**src/sv/eeg_sample_packet_framer_assert.svh**
```systemverilog
// ----------------------------------------------------------------------------
// EEG sample packet framer assertion macros
// Short forms for the concurrent checks used by the framer top level.
// ----------------------------------------------------------------------------
`ifndef EEG_SAMPLE_PACKET_FRAMER_ASSERT_SVH
`define EEG_SAMPLE_PACKET_FRAMER_ASSERT_SVH

// Same-cycle implication, checked out of reset
`define ESPF_ASSERT_NOW(label, ante, cons, msg) \
  label: assert property (@(posedge clk) disable iff (!rst_n) (ante) |-> (cons)) \
    else $error(msg);

// Next-cycle implication, checked out of reset
`define ESPF_ASSERT_NEXT(label, ante, cons, msg) \
  label: assert property (@(posedge clk) disable iff (!rst_n) (ante) |=> (cons)) \
    else $error(msg);

`endif

```
**src/sv/espf_pkg.sv**
```systemverilog
// ----------------------------------------------------------------------------
// espf_pkg
// Shared constants and the packet job type of the EEG sample packet framer.
// ----------------------------------------------------------------------------
`timescale 1ns / 1ps

package espf_pkg;

  localparam int unsigned MAX_CHANNELS      = 8;
  localparam int unsigned CHANNEL_COUNT_DEF = 8;
  localparam int unsigned CHAN_W            = 24;
  localparam int unsigned CHAN_BYTES        = 3;
  localparam int unsigned COUNT_BYTES       = 8;
  localparam int unsigned TAG_BYTES         = 10;
  localparam int unsigned QUEUE_DEPTH_DEF   = 2;

  localparam logic [7:0] HEAD_BYTE = 8'hAA;
  localparam logic [7:0] TAIL_BYTE = 8'hBB;

  // Frame mode codes
  localparam logic MODE_FRAMED = 1'b0;
  localparam logic MODE_RAW    = 1'b1;

  // One sample's worth of packet content, handed from front to back
  typedef struct packed {
    logic [MAX_CHANNELS-1:0][CHAN_W-1:0] chans;
    logic [63:0]                         count;
    logic [7:0]                          freq;
    logic [63:0]                         latency;
    logic [7:0]                          event_num;
    logic                                mode;
  } espf_job_t;

endpackage

```
**src/sv/espf_front.sv**
```systemverilog
// ----------------------------------------------------------------------------
// espf_front
// Accepts samples, keeps the sample counter and tag state, builds packet jobs.
// ----------------------------------------------------------------------------
`timescale 1ns / 1ps

module espf_front
  import espf_pkg::*;
#(
  parameter int unsigned CHANNEL_COUNT = CHANNEL_COUNT_DEF
) (
  input  logic                                clk,
  input  logic                                rst_n,
  input  logic                                cfg_wr_en,
  input  logic                                cfg_wr_data,
  input  logic                                in_valid,
  output logic                                in_stall,
  input  logic [MAX_CHANNELS-1:0][CHAN_W-1:0] in_chans,
  input  logic                                in_tag_request,
  input  logic [7:0]                          in_tag_frequency,
  input  logic                                q_full,
  output logic                                q_push,
  output espf_job_t                           q_job
);

  logic        frame_mode_r, frame_mode_nxt;
  logic [63:0] sample_count_r, sample_count_nxt;
  logic [7:0]  event_number_r, event_number_nxt;
  logic [7:0]  held_frequency_r, held_frequency_nxt;
  logic [63:0] held_latency_r, held_latency_nxt;

  // Accept whenever the queue has room
  assign in_stall = q_full;
  assign q_push   = in_valid && !q_full;

  // Frame mode write, and counter and tag update for an accepted transaction
  always_comb begin
    frame_mode_nxt     = cfg_wr_en ? cfg_wr_data : frame_mode_r;
    sample_count_nxt   = sample_count_r;
    event_number_nxt   = event_number_r;
    held_frequency_nxt = held_frequency_r;
    held_latency_nxt   = held_latency_r;
    if (q_push) begin
      sample_count_nxt = sample_count_r + 64'd1;
      if (in_tag_request) begin
        held_frequency_nxt = in_tag_frequency;
        event_number_nxt   = event_number_r + 8'd1;
        held_latency_nxt   = sample_count_nxt;
      end
    end
  end

  // Job carries the post-update counter and tag state; unused channel lanes are zeroed
  always_comb begin
    for (int ch = 0; ch < MAX_CHANNELS; ch++) begin
      q_job.chans[ch] = (ch < CHANNEL_COUNT) ? in_chans[ch] : '0;
    end
    q_job.count     = sample_count_nxt;
    q_job.freq      = held_frequency_nxt;
    q_job.latency   = held_latency_nxt;
    q_job.event_num = event_number_nxt;
    q_job.mode      = frame_mode_r;
  end

  always_ff @(posedge clk) begin
    if (!rst_n) begin
      frame_mode_r     <= MODE_FRAMED;
      sample_count_r   <= '0;
      event_number_r   <= '0;
      held_frequency_r <= '0;
      held_latency_r   <= '0;
    end else begin
      frame_mode_r     <= frame_mode_nxt;
      sample_count_r   <= sample_count_nxt;
      event_number_r   <= event_number_nxt;
      held_frequency_r <= held_frequency_nxt;
      held_latency_r   <= held_latency_nxt;
    end
  end

endmodule

```
**src/sv/espf_queue.sv**
```systemverilog
// ----------------------------------------------------------------------------
// espf_queue
// Short job queue that decouples sample acceptance from byte serialization.
// ----------------------------------------------------------------------------
`timescale 1ns / 1ps

module espf_queue
  import espf_pkg::*;
#(
  parameter int unsigned DEPTH = QUEUE_DEPTH_DEF
) (
  input  logic                       clk,
  input  logic                       rst_n,
  input  logic                       push,
  input  espf_job_t                  push_job,
  input  logic                       pop,
  output logic                       full,
  output logic                       not_empty,
  output espf_job_t                  head_job,
  output logic [$clog2(DEPTH+1)-1:0] count
);

  localparam int unsigned PTR_W = (DEPTH > 1) ? $clog2(DEPTH) : 1;
  localparam int unsigned CNT_W = $clog2(DEPTH+1);

  espf_job_t          entries_r [DEPTH];
  logic [PTR_W-1:0]   wr_ptr_r, wr_ptr_nxt;
  logic [PTR_W-1:0]   rd_ptr_r, rd_ptr_nxt;
  logic [CNT_W-1:0]   count_r, count_nxt;

  assign full      = (count_r == CNT_W'(DEPTH));
  assign not_empty = (count_r != '0);
  assign head_job  = entries_r[rd_ptr_r];
  assign count     = count_r;

  // Pointer and occupancy bookkeeping
  always_comb begin
    wr_ptr_nxt = wr_ptr_r;
    rd_ptr_nxt = rd_ptr_r;
    count_nxt  = count_r;
    if (push) begin
      wr_ptr_nxt = (wr_ptr_r == PTR_W'(DEPTH-1)) ? '0 : wr_ptr_r + PTR_W'(1);
    end
    if (pop) begin
      rd_ptr_nxt = (rd_ptr_r == PTR_W'(DEPTH-1)) ? '0 : rd_ptr_r + PTR_W'(1);
    end
    if (push && !pop) begin
      count_nxt = count_r + CNT_W'(1);
    end else if (pop && !push) begin
      count_nxt = count_r - CNT_W'(1);
    end
  end

  always_ff @(posedge clk) begin
    if (!rst_n) begin
      wr_ptr_r <= '0;
      rd_ptr_r <= '0;
      count_r  <= '0;
    end else begin
      wr_ptr_r <= wr_ptr_nxt;
      rd_ptr_r <= rd_ptr_nxt;
      count_r  <= count_nxt;
    end
  end

  // Entry storage, no reset needed
  always_ff @(posedge clk) begin
    if (push) begin
      entries_r[wr_ptr_r] <= push_job;
    end
  end

endmodule

```
**src/sv/espf_back.sv**
```systemverilog
// ----------------------------------------------------------------------------
// espf_back
// Serializes the head job into packet bytes through a registered output.
// ----------------------------------------------------------------------------
`timescale 1ns / 1ps

module espf_back
  import espf_pkg::*;
#(
  parameter int unsigned CHANNEL_COUNT = CHANNEL_COUNT_DEF
) (
  input  logic      clk,
  input  logic      rst_n,
  input  logic      q_not_empty,
  input  espf_job_t q_head,
  output logic      q_pop,
  output logic      out_valid,
  input  logic      out_stall,
  output logic [7:0] out_byte,
  output logic      out_last_byte
);

  localparam int unsigned CH_BYTES  = CHAN_BYTES * CHANNEL_COUNT;
  localparam int unsigned FRAME_LEN = CH_BYTES + COUNT_BYTES + TAG_BYTES + 2;
  localparam int unsigned POS_W     = $clog2(FRAME_LEN);
  localparam int unsigned CNT_BASE  = 1 + CH_BYTES;
  localparam int unsigned FREQ_POS  = CNT_BASE + COUNT_BYTES;
  localparam int unsigned LAT_BASE  = FREQ_POS + 1;
  localparam int unsigned EVT_POS   = LAT_BASE + COUNT_BYTES;
  localparam int unsigned TAIL_POS  = EVT_POS + 1;

  logic [7:0]       frame [FRAME_LEN];
  logic [POS_W-1:0] pos_r, pos_nxt;
  logic [POS_W-1:0] cur_pos;
  logic [POS_W-1:0] last_pos;
  logic             at_last;
  logic             load;
  logic             out_valid_r, out_valid_nxt;
  logic [7:0]       out_byte_r;
  logic             out_last_r;

  // Full framed layout of the head job; raw mode sends only the channel bytes
  always_comb begin
    frame[0] = HEAD_BYTE;
    for (int ch = 0; ch < CHANNEL_COUNT; ch++) begin
      for (int b = 0; b < CHAN_BYTES; b++) begin
        frame[1 + CHAN_BYTES*ch + b] = q_head.chans[ch][CHAN_W-1-8*b -: 8];
      end
    end
    for (int i = 0; i < COUNT_BYTES; i++) begin
      frame[CNT_BASE + i] = q_head.count[63-8*i -: 8];
      frame[LAT_BASE + i] = q_head.latency[63-8*i -: 8];
    end
    frame[FREQ_POS] = q_head.freq;
    frame[EVT_POS]  = q_head.event_num;
    frame[TAIL_POS] = TAIL_BYTE;
  end

  // Position within the packet for the head job
  assign cur_pos  = pos_r + POS_W'(q_head.mode == MODE_RAW);
  assign last_pos = (q_head.mode == MODE_RAW) ? POS_W'(CH_BYTES) : POS_W'(FRAME_LEN-1);
  assign at_last  = (cur_pos == last_pos);

  // Output register loads when a job is queued and the register is empty or being taken
  assign load  = q_not_empty && (!out_valid_r || !out_stall);
  assign q_pop = load && at_last;

  always_comb begin
    pos_nxt       = pos_r;
    out_valid_nxt = out_valid_r && out_stall;
    if (load) begin
      pos_nxt       = at_last ? '0 : pos_r + POS_W'(1);
      out_valid_nxt = 1'b1;
    end
  end

  always_ff @(posedge clk) begin
    if (!rst_n) begin
      pos_r       <= '0;
      out_valid_r <= 1'b0;
    end else begin
      pos_r       <= pos_nxt;
      out_valid_r <= out_valid_nxt;
    end
  end

  always_ff @(posedge clk) begin
    if (load) begin
      out_byte_r <= frame[cur_pos];
      out_last_r <= at_last;
    end
  end

  assign out_valid     = out_valid_r;
  assign out_byte      = out_byte_r;
  assign out_last_byte = out_last_r;

endmodule

```
**src/sv/eeg_sample_packet_framer.sv**
```systemverilog
// ----------------------------------------------------------------------------
// eeg_sample_packet_framer
// Frames EEG converter samples into byte packets with counter and event tag.
// ----------------------------------------------------------------------------
// Each accepted sample produces one packet, one byte per output transaction:
// 3*CHANNEL_COUNT+20 bytes in framed mode (44 with eight channels) or
// 3*CHANNEL_COUNT bytes in raw mode, with out_last_byte on the final byte.
// The byte serializer sets the rate: one byte per cycle while the output is
// not stalled. Samples are accepted into a two-entry job queue, so a new
// sample can be taken while the previous packet is still going out; in_stall
// rises only when the queue is full. Write frame_mode only when idle.
`timescale 1ns / 1ps

module eeg_sample_packet_framer
  import espf_pkg::*;
#(
  parameter int unsigned CHANNEL_COUNT = CHANNEL_COUNT_DEF,
  parameter int unsigned QUEUE_DEPTH   = QUEUE_DEPTH_DEF
) (
  input  logic        clk,
  input  logic        rst_n,
  input  logic        cfg_wr_en,
  input  logic        cfg_wr_data,
  input  logic        in_valid,
  output logic        in_stall,
  input  logic [23:0] in_chan_one,
  input  logic [23:0] in_chan_two,
  input  logic [23:0] in_chan_three,
  input  logic [23:0] in_chan_four,
  input  logic [23:0] in_chan_five,
  input  logic [23:0] in_chan_six,
  input  logic [23:0] in_chan_seven,
  input  logic [23:0] in_chan_eight,
  input  logic        in_tag_request,
  input  logic [7:0]  in_tag_frequency,
  output logic        out_valid,
  input  logic        out_stall,
  output logic [7:0]  out_byte,
  output logic        out_last_byte
);

`include "eeg_sample_packet_framer_assert.svh"

  localparam int unsigned CNT_W = $clog2(QUEUE_DEPTH+1);

  logic [MAX_CHANNELS-1:0][CHAN_W-1:0] chans;
  espf_job_t                           push_job;
  espf_job_t                           head_job;
  logic                                q_push;
  logic                                q_pop;
  logic                                q_full;
  logic                                q_not_empty;
  logic [CNT_W-1:0]                    q_count;

  assign chans = {in_chan_eight, in_chan_seven, in_chan_six, in_chan_five,
                  in_chan_four, in_chan_three, in_chan_two, in_chan_one};

  espf_front #(
    .CHANNEL_COUNT(CHANNEL_COUNT)
  ) u_front (
    .clk             (clk),
    .rst_n           (rst_n),
    .cfg_wr_en       (cfg_wr_en),
    .cfg_wr_data     (cfg_wr_data),
    .in_valid        (in_valid),
    .in_stall        (in_stall),
    .in_chans        (chans),
    .in_tag_request  (in_tag_request),
    .in_tag_frequency(in_tag_frequency),
    .q_full          (q_full),
    .q_push          (q_push),
    .q_job           (push_job)
  );

  espf_queue #(
    .DEPTH(QUEUE_DEPTH)
  ) u_queue (
    .clk      (clk),
    .rst_n    (rst_n),
    .push     (q_push),
    .push_job (push_job),
    .pop      (q_pop),
    .full     (q_full),
    .not_empty(q_not_empty),
    .head_job (head_job),
    .count    (q_count)
  );

  espf_back #(
    .CHANNEL_COUNT(CHANNEL_COUNT)
  ) u_back (
    .clk          (clk),
    .rst_n        (rst_n),
    .q_not_empty  (q_not_empty),
    .q_head       (head_job),
    .q_pop        (q_pop),
    .out_valid    (out_valid),
    .out_stall    (out_stall),
    .out_byte     (out_byte),
    .out_last_byte(out_last_byte)
  );

  // An accepted sample is queued until its last byte is loaded into the output register
  `ESPF_ASSERT_NEXT(a_push_held, in_valid && !in_stall, q_count != '0, "accepted sample not queued")

  // With nothing queued and the output free, no byte may appear
  `ESPF_ASSERT_NEXT(a_no_phantom, (q_count == '0) && (!out_valid || !out_stall), !out_valid, "byte without queued sample")

  // Queue occupancy stays within its depth
  `ESPF_ASSERT_NOW(a_count_range, 1'b1, q_count <= CNT_W'(QUEUE_DEPTH), "queue overfilled")

  // Popping an empty queue would lose job alignment
  `ESPF_ASSERT_NOW(a_pop_nonempty, q_pop, q_count != '0, "pop from empty queue")

endmodule
```
**config.mk**
```make
export PLATFORM = sky130hd
export DESIGN_NAME = eeg_sample_packet_framer
export DESIGN_NICKNAME = d
export VERILOG_FILES = /design/src/sv/espf_pkg.sv /design/src/sv/espf_front.sv /design/src/sv/espf_queue.sv /design/src/sv/espf_back.sv /design/src/sv/eeg_sample_packet_framer.sv
export VERILOG_INCLUDE_DIRS = /design/src /design/src/sv
export SDC_FILE = /design/constraint.sdc
export NUM_CORES = 1
export LEC_CHECK = 0
export BUFFER_PORTS_ARGS = -buffer_cell sky130_fd_sc_hd__buf_2
export CAP_MARGIN = 20
export CORE_ASPECT_RATIO = 1.25
export CORE_MARGIN = 2
export CORE_UTILIZATION = 40
export DETAILED_ROUTE_END_ITERATION = 6
export GPL_TIMING_DRIVEN = 0
export SKIP_CTS_REPAIR_TIMING = 1
export SYNTH_ARGS = -nofsm -noshare
export SYNTH_HDL_FRONTEND = slang
export SYNTH_HIERARCHICAL = 1
export SYNTH_SLANG_ARGS = --single-unit
```
**constraint.sdc**
```tcl
create_clock -name clk -period 29 [get_ports clk]
set_clock_uncertainty 0.05 [all_clocks]
set_input_delay 5.8 -clock clk [delete_from_list [all_inputs] [get_ports clk]]
set_output_delay 5.8 -clock clk [all_outputs]
set_load 0.05 [all_outputs]
```
==> impl_metrics.yaml, run 1 <==
timing:
  fmax_mhz: 109
  setup-violations-final: 0
  period_needed_ps: 9200
  holdWs_ps: 418
  rsz0062_at_grt: "false"
  tightest_slew_ps: 1170
  tns_ps: 0
  maxSlewViolCount: 0
  hold_viol: 0
  fin_crit_sh_pct: 31.7
  relSlewSlack_pct: 21.6
hold_path:
  hp-class: "reg -> reg"
  hold_end: "u_front/held_frequency_r[3]"
  min_from: "u_front/held_frequency_r[3]"
  min_path_cells: 2
floorplan:
  ios: 218
  num_rows: 128
  dieHeight_um: 355
  coreArea_um2: 97500
  start_util_pct: 40.4
  die_area_um2: 101000
  die_w_um: 285
worst_setup_path:
  cp.arrival_ps: 9480
  crit_fanout: 63
  path_class: "in -> reg"
  cp_data_required_time_ps: 29280
  cp-end-kind: "flop"
  rr_endpoint: "u_back/out_byte[1]"
  r2r_cells: 12
  start_kind: "primary input"
  r2r_slack_ps: 24120
place:
  port_buffers: 25
  dpl.hpwl_mm: 79.4
  place_congestion: 0.922
cts:
  cts.sinks: 840
  cts_tree: "done"
  root_buffer: "clkbuf_16"
  cts_max_path_buffers: 3
  clock_latency_ps: 640
  clk_pin_slew_worst_paths_ps: 60
  numCtsBuffers: 81
  htree_levels: 3
route:
  detail-route-antenna-nets: 0
  drc: 0
  viasPerCell: 5.34
  firstDrtPassIters: 5
  route.vias.total: 21969
  wl_mm: 106
  drt-initial-drc-count: 1592
  avgRoutedWirePerCell_um: 25.8
final_layout:
  post-route-util_pct: 45.3
  areaGrowthSynthToFinish_pct: 12.1
  drive_above_1_share_pct: 31.8
  fin_nets: 2961
synthesis:
  synth-edff-count: 683
  yosysSeqAreaShare_pct: 60.0
  ys_ff_latch: 840
  syn_area_per_cell_um2: 15.0
  async_reset_ff_share_pct: 0
  synth_warnings: 6
  yosys_most_used_dff: "edfxtp_1"
  netlist_area_um2: 39400
  synth.top_cell.area_share_pct: 52.0
  synth_fp_nets: 2835
  syn_inst: 2620
  synth_common_cells: "683 x edfxtp_1, 330 x mux2_4, 198 x buf_4"
  yosysMostFrequentCell: "edfxtp_1"
  synth_area_leaders: "edfxtp_1 52%, mux2_4 13%, dfxtp_1 8.0%, mux4_2 4.3%, buf_4 3.8%"
  synthDistinctLibCells: 72
  yosysTopAreaCell: "edfxtp_1"
pwr:
  powerDensity_nw_per_um2: 66.4
  design_power_total_mw: 2.93
  leakagePower_nw: 15.7
  ir_drop_mv: 0.0467
global_route:
  antenna_found_initial: 1
  gr-total-overflow: 0
  grt_pass1_vias: 22523
  grt_pass1_wl_mm: 154
  track_usage_pct: 20.7
  grt_max_degree: 65
outcome:
  outcome: "complete, no violations"
flow_run:
  cap_violations: 0
[worst max path at each step]
stage,from,end,slack (ps),depth (start not counted)
2_1_floorplan,in_valid,u_queue/wr_ptr_r,6460,6
3_3_place_gp,in_valid,u_queue/wr_ptr_r,-2480,7
3_5_place_dp,in_valid,u_queue/entries_r[1][150],19130,9
4_1_cts,in_valid,u_queue/entries_r[1][16],19790,9
5_1_grt,in_valid,u_queue/entries_r[1][14],19650,9
6_report,in_valid,u_queue/entries_r[1][150],19800,9
[cells in the final DEF (no fill, tap or decap), types with 54 or more instances in the layout]
master     synthesis  layout
and2_1            80      79
xnor2_1           60      60
clkbuf_1          70      81
a21oi_1           80      80
nand2_1          167     167
mux4_2            76      76
nand3_1           54      54
clkbuf_16          0      83
buf_4            198     198
dfxtp_1          157     157
edfxtp_1         683     683
buf_2             31      56
mux2_4           330     330
nor2_1            92      92
[routing by layer]
layer | up-vias | GRT usage, % | routed length, um
met5 | - | 0 | 0
met4 | 0 | 10.8 | 5440
met3 | 168 | 2.97 | 5240
met2 | 649 | 37.5 | 55000
met1 | 11236 | 23.8 | 40500
li1 | 9916 | - | -
[stage by stage]
stage	worst slack [ps]	cells	cell area [um^2]
after floorplan	6460	2620	39400
after global placement	-2480	3945	41200
after detailed placement	19130	3963	41600
after CTS	19790	4111	44200
after global routing	19650	4111	44200
final	19800	4112	44200
[worst max-delay path: stages]
cell and delay (ps):
buf_2 110, nand2b_1 50, clkbuf_1 380, inv_2 320
clkbuf_1 860, and2_4 840, buf_16 370, buf_16 330
buf_12 300
[kinds of logic after synthesis]
| kind of cell | Yosys count | share of synthesized area (%) |
|---|---|---|
| mux | 450 | 18.1 |
| compound gates | 233 | 3.75 |
| buf+inv | 367 | 6.97 |
| xor+xnor | 112 | 2.49 |
| flops | 840 | 60.0 |
| fa+ha+maj | 8 | 0.254 |
| simple gates | 610 | 8.44 |
[power by group]
part           total, mW  leakage [nW]  switching (mW)  internal, mW
clock               1.05          1.28           0.452         0.599
sequential          1.43          7.79          0.0237          1.41
combinational      0.451          6.64           0.258         0.193
total               2.93          15.7           0.734          2.20
[final cells by class]
cell class,count,area (um^2)
Antenna cell,1,2.50
Buffer,356,2700
Clock buffer,95,2130
Clock inverter,53,482
Fill cell,8514,53300
Inverter,11,41.3
Multi-Input combinational cell,1413,13000
Sequential cell,840,23700
Tap cell,1300,1630
Timing Repair Buffer,43,518
[registers in the layout, indices dropped and copies added (netlist names), 2 cells and up, named ones only]
register,cells
u_front/held_latency_r,64
u_queue/entries_r,674
u_back/pos_r,6
u_front/held_frequency_r,8
u_front/event_number_r,8
u_front/sample_count_r,64
u_queue/count,2
u_back/out_byte,8
(Power assumes the default switching activity.)
==> run 2, diff against run 1 <==
--- a/config.mk
+++ b/config.mk
@@ -6,6 +6,7 @@
 export SDC_FILE = /design/constraint.sdc
 export NUM_CORES = 1
 export LEC_CHECK = 0
+export ABC_AREA = 1
 export BUFFER_PORTS_ARGS = -buffer_cell sky130_fd_sc_hd__buf_2
 export CAP_MARGIN = 20
 export CORE_ASPECT_RATIO = 1.25
==> constraint.sdc (replaced) <==
create_clock -name clk -period 7.6 [get_ports clk]
set_clock_uncertainty 0.05 [all_clocks]
set_input_delay 1.52 -clock clk [delete_from_list [all_inputs] [get_ports clk]]
set_output_delay 1.52 -clock clk [all_outputs]
set_load 0.05 [all_outputs]
==> run 2 against run 1 <==
Net effect: via count up 16%; worst hold slack better by 4.3 ps; synthesized cell count up 38%.
==> impl_metrics.yaml, run 2 <==
outcome:
  outcome: "complete, no violations"
place:
  port_buffers: 25
  place_congestion: 0.941
  dp_slack_ps: 2780
  dpl.hpwl_mm: 86.7
cts:
  cts.sinks: 840
  cts_tree: "done"
  numCtsBuffers: 82
  htree_levels: 3
  clock_latency_ps: 660
  root_buffer: "clkbuf_16"
  cts_max_path_buffers: 3
  clk_pin_slew_worst_paths_ps: 60
global_route:
  grt_pass1_vias: 25498
  track_usage_pct: 21.4
  grt_pass1_wl_mm: 163
  gr-total-overflow: 0
  antenna_found_initial: 4
  grt_max_degree: 36
route:
  avgRoutedWirePerCell_um: 22.0
  drc: 0
  detail-route-antenna-nets: 0
  drt-initial-drc-count: 1964
  viasPerCell: 4.97
  firstDrtPassIters: 7
  route.vias.total: 25558
  wl_mm: 113
timing:
  fin_crit_sh_pct: 58.1
  hold_viol: 0
  rsz0062_at_grt: "false"
  period_needed_ps: 4420
  maxSlewViolCount: 0
  relSlewSlack_pct: 34.1
  fmax_mhz: 226
  worst_slack_ps: 3180
  tightest_slew_ps: 988
  setup-violations-final: 0
  holdWs_ps: 423
  tns_ps: 0
hold_path:
  hp-class: "reg -> reg"
  min_from: "u_front/held_frequency_r[4]"
  hold_end: "u_front/held_frequency_r[4]"
  min_path_cells: 2
pwr:
  design_power_total_mw: 11.2
  ir_drop_mv: 0.148
  powerDensity_nw_per_um2: 247
  leakagePower_nw: 18.4
worst_setup_path:
  cp-end-kind: "flop"
  path_cells: "buf_6 > buf_12 > buf_12 > mux2_4 > ha_1 > ha_1 > buf_4 > clkbuf_1 > nand3_1 > a21oi_1 > o21ai_0 > nand3_1 > nand2_1"
  rr_endpoint: "u_back/out_byte[1]"
  path_class: "reg -> reg"
  cp_data_required_time_ps: 7950
  r2r_slack_ps: 3180
  r2r_cells: 13
  start_kind: "flop"
  crit_path_max_incr_delay_ps: 750
  crit_fanout: 10
  cpMaxStageDelayCell: "clkbuf_1"
  cp.arrival_ps: 4770
  critical-path-top-delay-family: "buffers and inverters"
  worst-path-buf-inv: 5
final_layout:
  post-route-util_pct: 45.1
  reg_top3: "u_queue/entries_r: 674 flops, u_front/held_latency_r: 64 flops, u_front/sample_count_r: 64 flops"
  nFillCells: 9272
  top_register: "u_queue/entries_r"
  largest_reg_flops: 674
  areaGrowthSynthToFinish_pct: 11.9
  final_cell_mix: "916 x nand2_1, 683 x edfxtp_1, 343 x nand3_1"
  layout.cells.most_common: "nand2_1"
  drive_above_1_share_pct: 22.5
  fin_nets: 3973
synthesis:
  async_reset_ff_share_pct: 0
  yosysMostFrequentCell: "nand2_1"
  synth_common_cells: "916 x nand2_1, 683 x edfxtp_1, 343 x nand3_1"
  synth-edff-count: 683
  syn_inst: 3625
  yosysTopAreaCell: "edfxtp_1"
  ys_ff_latch: 840
  netlist_area_um2: 40500
  synth_fp_nets: 3840
  syn_area_per_cell_um2: 11.2
  yosys_most_used_dff: "edfxtp_1"
  synth.top_cell.area_share_pct: 50.7
  yosysSeqAreaShare_pct: 58.4
  synth_area_leaders: "edfxtp_1 51%, mux2_4 12%, nand2_1 8.5%, dfxtp_1 7.8%, nand3_1 4.2%"
  synth_warnings: 6
  synthDistinctLibCells: 38
floorplan:
  ios: 218
  coreArea_um2: 100000
  die_area_um2: 104000
  die_w_um: 288
  start_util_pct: 40.3
  dieHeight_um: 360
  num_rows: 130
flow_run:
  cap_violations: 0
-- run 2: changes by cell type in the layout (fill, tap and decap cells not counted), sizes merged, moves of 42 or more --
| cell | before | now |
|---|---|---|
| nor2 | 92 | 221 |
| nand3 | 58 | 345 |
| and2 | 81 | 10 |
| mux4 | 76 | 0 |
| inv | 16 | 343 |
| nand4 | 55 | 13 |
| nand2 | 168 | 923 |
| xnor2 | 60 | 17 |
-- run 2: logic make-up after synthesis --
group                    Yosys count  share of synthesized area [%]
AO/OA/AOI/OAI                    155                           1.96
XOR/XNOR                          32                          0.693
adder cells (fa/ha/maj)            8                          0.247
buffers and inverters            684                           9.89
flip-flops                       840                           58.4
multiplexers                     337                           12.4
AND/OR/NAND/NOR                 1569                           16.3
-- run 2: where the power goes --
group	switching [mW]	internal (mW)	total (mW)	leakage [nW]
Combinational	1.24	0.622	1.87	9.44
Sequential	0.0950	5.34	5.44	7.77
Clock	1.75	2.13	3.87	1.22
-- run 2: metrics by stage --
step	instance area, um^2	instances
final	45300	5142
after global routing	45300	5139
after CTS	45300	5139
after detailed placement	42800	4994
after global placement	42300	4970
after floorplan	40500	3625
-- run 2: worst max path at each step --
stage / end / depth (start not counted) / slack, ps
after floorplan: u_queue/entries_r[0][0] / 6 / 0.5
after global placement: u_queue/entries_r[0][291] / 7 / -3920
after detailed placement: u_queue/entries_r[0][5] / 11 / 2780
after CTS: u_back/out_byte[2] / 13 / 3300
after global routing: u_back/out_byte[3] / 13 / 3180
final: u_back/out_byte[1] / 13 / 3180
-- run 2: layer usage --
metal	GRT usage, %	vias to the layer above	routed length [um]
li1	-	12207	-
met2	38.7	760	58300
met3	3.17	172	6240
met4	8.70	4	4410
met1	25.1	12415	43900
met5	0	-	22
-- run 2: worst register-to-register path: stages, from the launching register on --
cell      delay (ps)
dfxtp_1          320
buf_6            140
buf_12           210
buf_12           230
mux2_4           360
ha_1             210
ha_1             420
buf_4            290
clkbuf_1         760
nand3_1          230
a21oi_1          570
o21ai_0          190
nand3_1          100
nand2_1           90
-- run 2: layout make-up --
| cell class | instances | area (um^2) | share of cell area (%) |
|---|---|---|---|
| clock inverters | 24 | 175 | 0.387 |
| plain buffers | 345 | 2740 | 6.06 |
| well taps | 1320 | 1650 | 3.65 |
| clock buffers | 121 | 2320 | 5.13 |
| flip-flops and latches | 840 | 23700 | 52.2 |
| diodes | 3 | 7.51 | 0.0166 |
| repair buffers | 49 | 621 | 1.37 |
| inverters | 339 | 1280 | 2.82 |
| multi-input cells | 2101 | 12800 | 28.3 |
==> run 3, diff against run 2 <==
--- a/config.mk
+++ b/config.mk
@@ -6,7 +6,7 @@
 export SDC_FILE = /design/constraint.sdc
 export NUM_CORES = 1
 export LEC_CHECK = 0
-export ABC_AREA = 1
+export ABC_AREA = 0
 export BUFFER_PORTS_ARGS = -buffer_cell sky130_fd_sc_hd__buf_2
 export CAP_MARGIN = 20
 export CORE_ASPECT_RATIO = 1.25
==> constraint.sdc (replaced) <==
create_clock -name clk -period 4.2 [get_ports clk]
set_clock_uncertainty 0.05 [all_clocks]
set_input_delay 0.84 -clock clk [delete_from_list [all_inputs] [get_ports clk]]
set_output_delay 0.84 -clock clk [all_outputs]
set_load 0.05 [all_outputs]
==> run 3 against run 2 <==
Net effect: non-clock buffer count up 6; global-route usage down 0.60 points; count of clock-buffer cells in the layout down 21; wire length down 5.4%; maximum frequency up 6.7%; sequential cell count unchanged; critical path depth up 1; die area down 2.6%; sequential power up 82%; worst setup slack worse by 3100 ps; clock power up 95%; critical path type unchanged; highest routed layer unchanged.
==> impl_metrics.yaml, run 3 (synthesis results as in run 1) <==
worst_setup_path:
  start_kind: "flop"
  r2r_cells: 14
  cp-end-kind: "flop"
  path_class: "reg -> reg"
  cp.arrival_ps: 4460
  cp_data_required_time_ps: 4520
  crit_fanout: 10
timing:
  period_needed_ps: 4140
  hold_viol: 0
  tightest_slew_ps: 1170
  maxSlewViolCount: 0
  rsz0062_at_grt: "false"
  setup-violations-final: 0
  fmax_mhz: 241
  fin_crit_sh_pct: 98.6
  relSlewSlack_pct: 21.4
  holdWs_ps: 333
floorplan:
  start_util_pct: 40.4
  coreArea_um2: 97500
  num_rows: 128
  die_w_um: 285
  dieHeight_um: 355
  ios: 218
  die_area_um2: 101000
final_layout:
  largest_reg_flops: 674
  top_register: "u_queue/entries_r"
  areaGrowthSynthToFinish_pct: 13.1
  seq_area_um2: 23700
  stdcell_count: 4112
  nFillCells: 8475
  layout.cells.most_common: "edfxtp_1"
  post-route-util_pct: 45.7
  drive_above_1_share_pct: 33.0
  multi_input_comb_area_um2: 13100
  fin_nets: 2964
  final_cell_mix: "683 x edfxtp_1, 330 x mux2_4, 200 x buf_4"
  reg_top3: "u_queue/entries_r: 674 flops, u_front/held_latency_r: 64 flops, u_front/sample_count_r: 64 flops"
cts:
  clock_latency_ps: 640
  root_buffer: "clkbuf_16"
  cts_max_path_buffers: 3
  cts.sinks: 840
  numCtsBuffers: 83
  htree_levels: 3
  cts_tree: "done"
  clk_pin_slew_worst_paths_ps: 60
route:
  avgRoutedWirePerCell_um: 26.0
  route.vias.total: 21917
  firstDrtPassIters: 7
  drt-initial-drc-count: 1697
  detail-route-antenna-nets: 0
  wl_mm: 107
  viasPerCell: 5.33
  drc: 0
outcome:
  outcome: "complete, no violations"
global_route:
  grt.busiest_layer: "met2"
  gr-total-overflow: 0
  use_met3_pct: 3.45
  grt_pass1_wl_mm: 154
  track_usage_pct: 20.8
  grt_max_degree: 70
  grt_util_met2_pct: 37.3
  antenna_found_initial: 3
  grt_pass1_vias: 22710
  grt_util_met1_pct: 24.0
pwr:
  leakagePower_nw: 15.9
  powerDensity_nw_per_um2: 464
  ir_drop_mv: 0.273
place:
  dpl.hpwl_mm: 79.7
  port_buffers: 25
  place_congestion: 0.874
  dp_cells: 3964
hold_path:
  hp-class: "in -> reg"
  min_path_cells: 1
  min_from: "in_chan_two[9]"
flow_run:
  cap_violations: 0
==> run 3: changes by cell type in the layout (fill, tap and decap cells not counted), moves of 25 or more <==
cell	delta
nand4_1	+36
nand3_1	-289
xor2_1	+37
or2_2	-34
mux2i_1	+26
mux4_2	+76
nor2_1	-119
a211oi_1	+34
inv_1	-319
and2_1	+69
nand2_1	-749
nor4_1	+25
xnor2_1	+41
==> run 3: cell type report <==
class | count | share of cell area (%)
diodes | 1 | 0.00562
plain buffers | 356 | 6.24
clock buffers | 100 | 5.04
clock inverters | 47 | 1.16
inverters | 11 | 0.104
multi-input cells | 1413 | 29.4
flip-flops and latches | 840 | 53.1
well taps | 1300 | 3.65
repair buffers | 44 | 1.29
==> run 3: routing by layer <==
layer,up-vias,wire [um],part of all wire [%]
li1,9925,-,-
met1,11146,40600,38
met2,648,55100,52
met3,194,5690,5.3
met4,4,5290,4.9
met5,-,22,0.021
==> run 3: power by group <==
group,switching (mW),internal (mW),total (mW)
Sequential,0.169,9.72,9.89
Clock,3.18,4.38,7.56
Combinational,1.83,1.40,3.23
Total,5.19,15.5,20.7
==> run 3: through the flow <==
step / total power, mW / setup WS, ps / area (um^2) / setup TNS (ps)
finish: 20.7 / 57.7 / 44600 / 0
global route: 21.4 / 22.0 / 44600 / 0
CTS: 20.8 / -717 / 44400 / -5400
detailed placement: 13.3 / -712 / 41700 / -5290
global placement: 13.2 / -5760 / 41200 / -3384480
floorplan: 12.1 / -2590 / 39500 / -1440540
==> run 3: final timing paths <==
path                                                     to  slack (ps)
worst max register to register           u_back/out_byte[2]          60
worst min-delay path              u_queue/entries_r[1][178]         330
worst min register to register  u_front/held_frequency_r[7]         420
worst max-delay path                     u_back/out_byte[2]          60
==> run 3: critical path, stage by stage (launching register included) <==
cell,delay [ps]
dfxtp_1,320
buf_6,140
buf_12,200
buf_12,190
mux2_4,370
ha_1,210
ha_1,290
clkbuf_4,230
buf_6,220
clkbuf_2,490
mux4_2,460
nand2_1,100
a21oi_1,90
nor2_1,330
o22ai_1,120
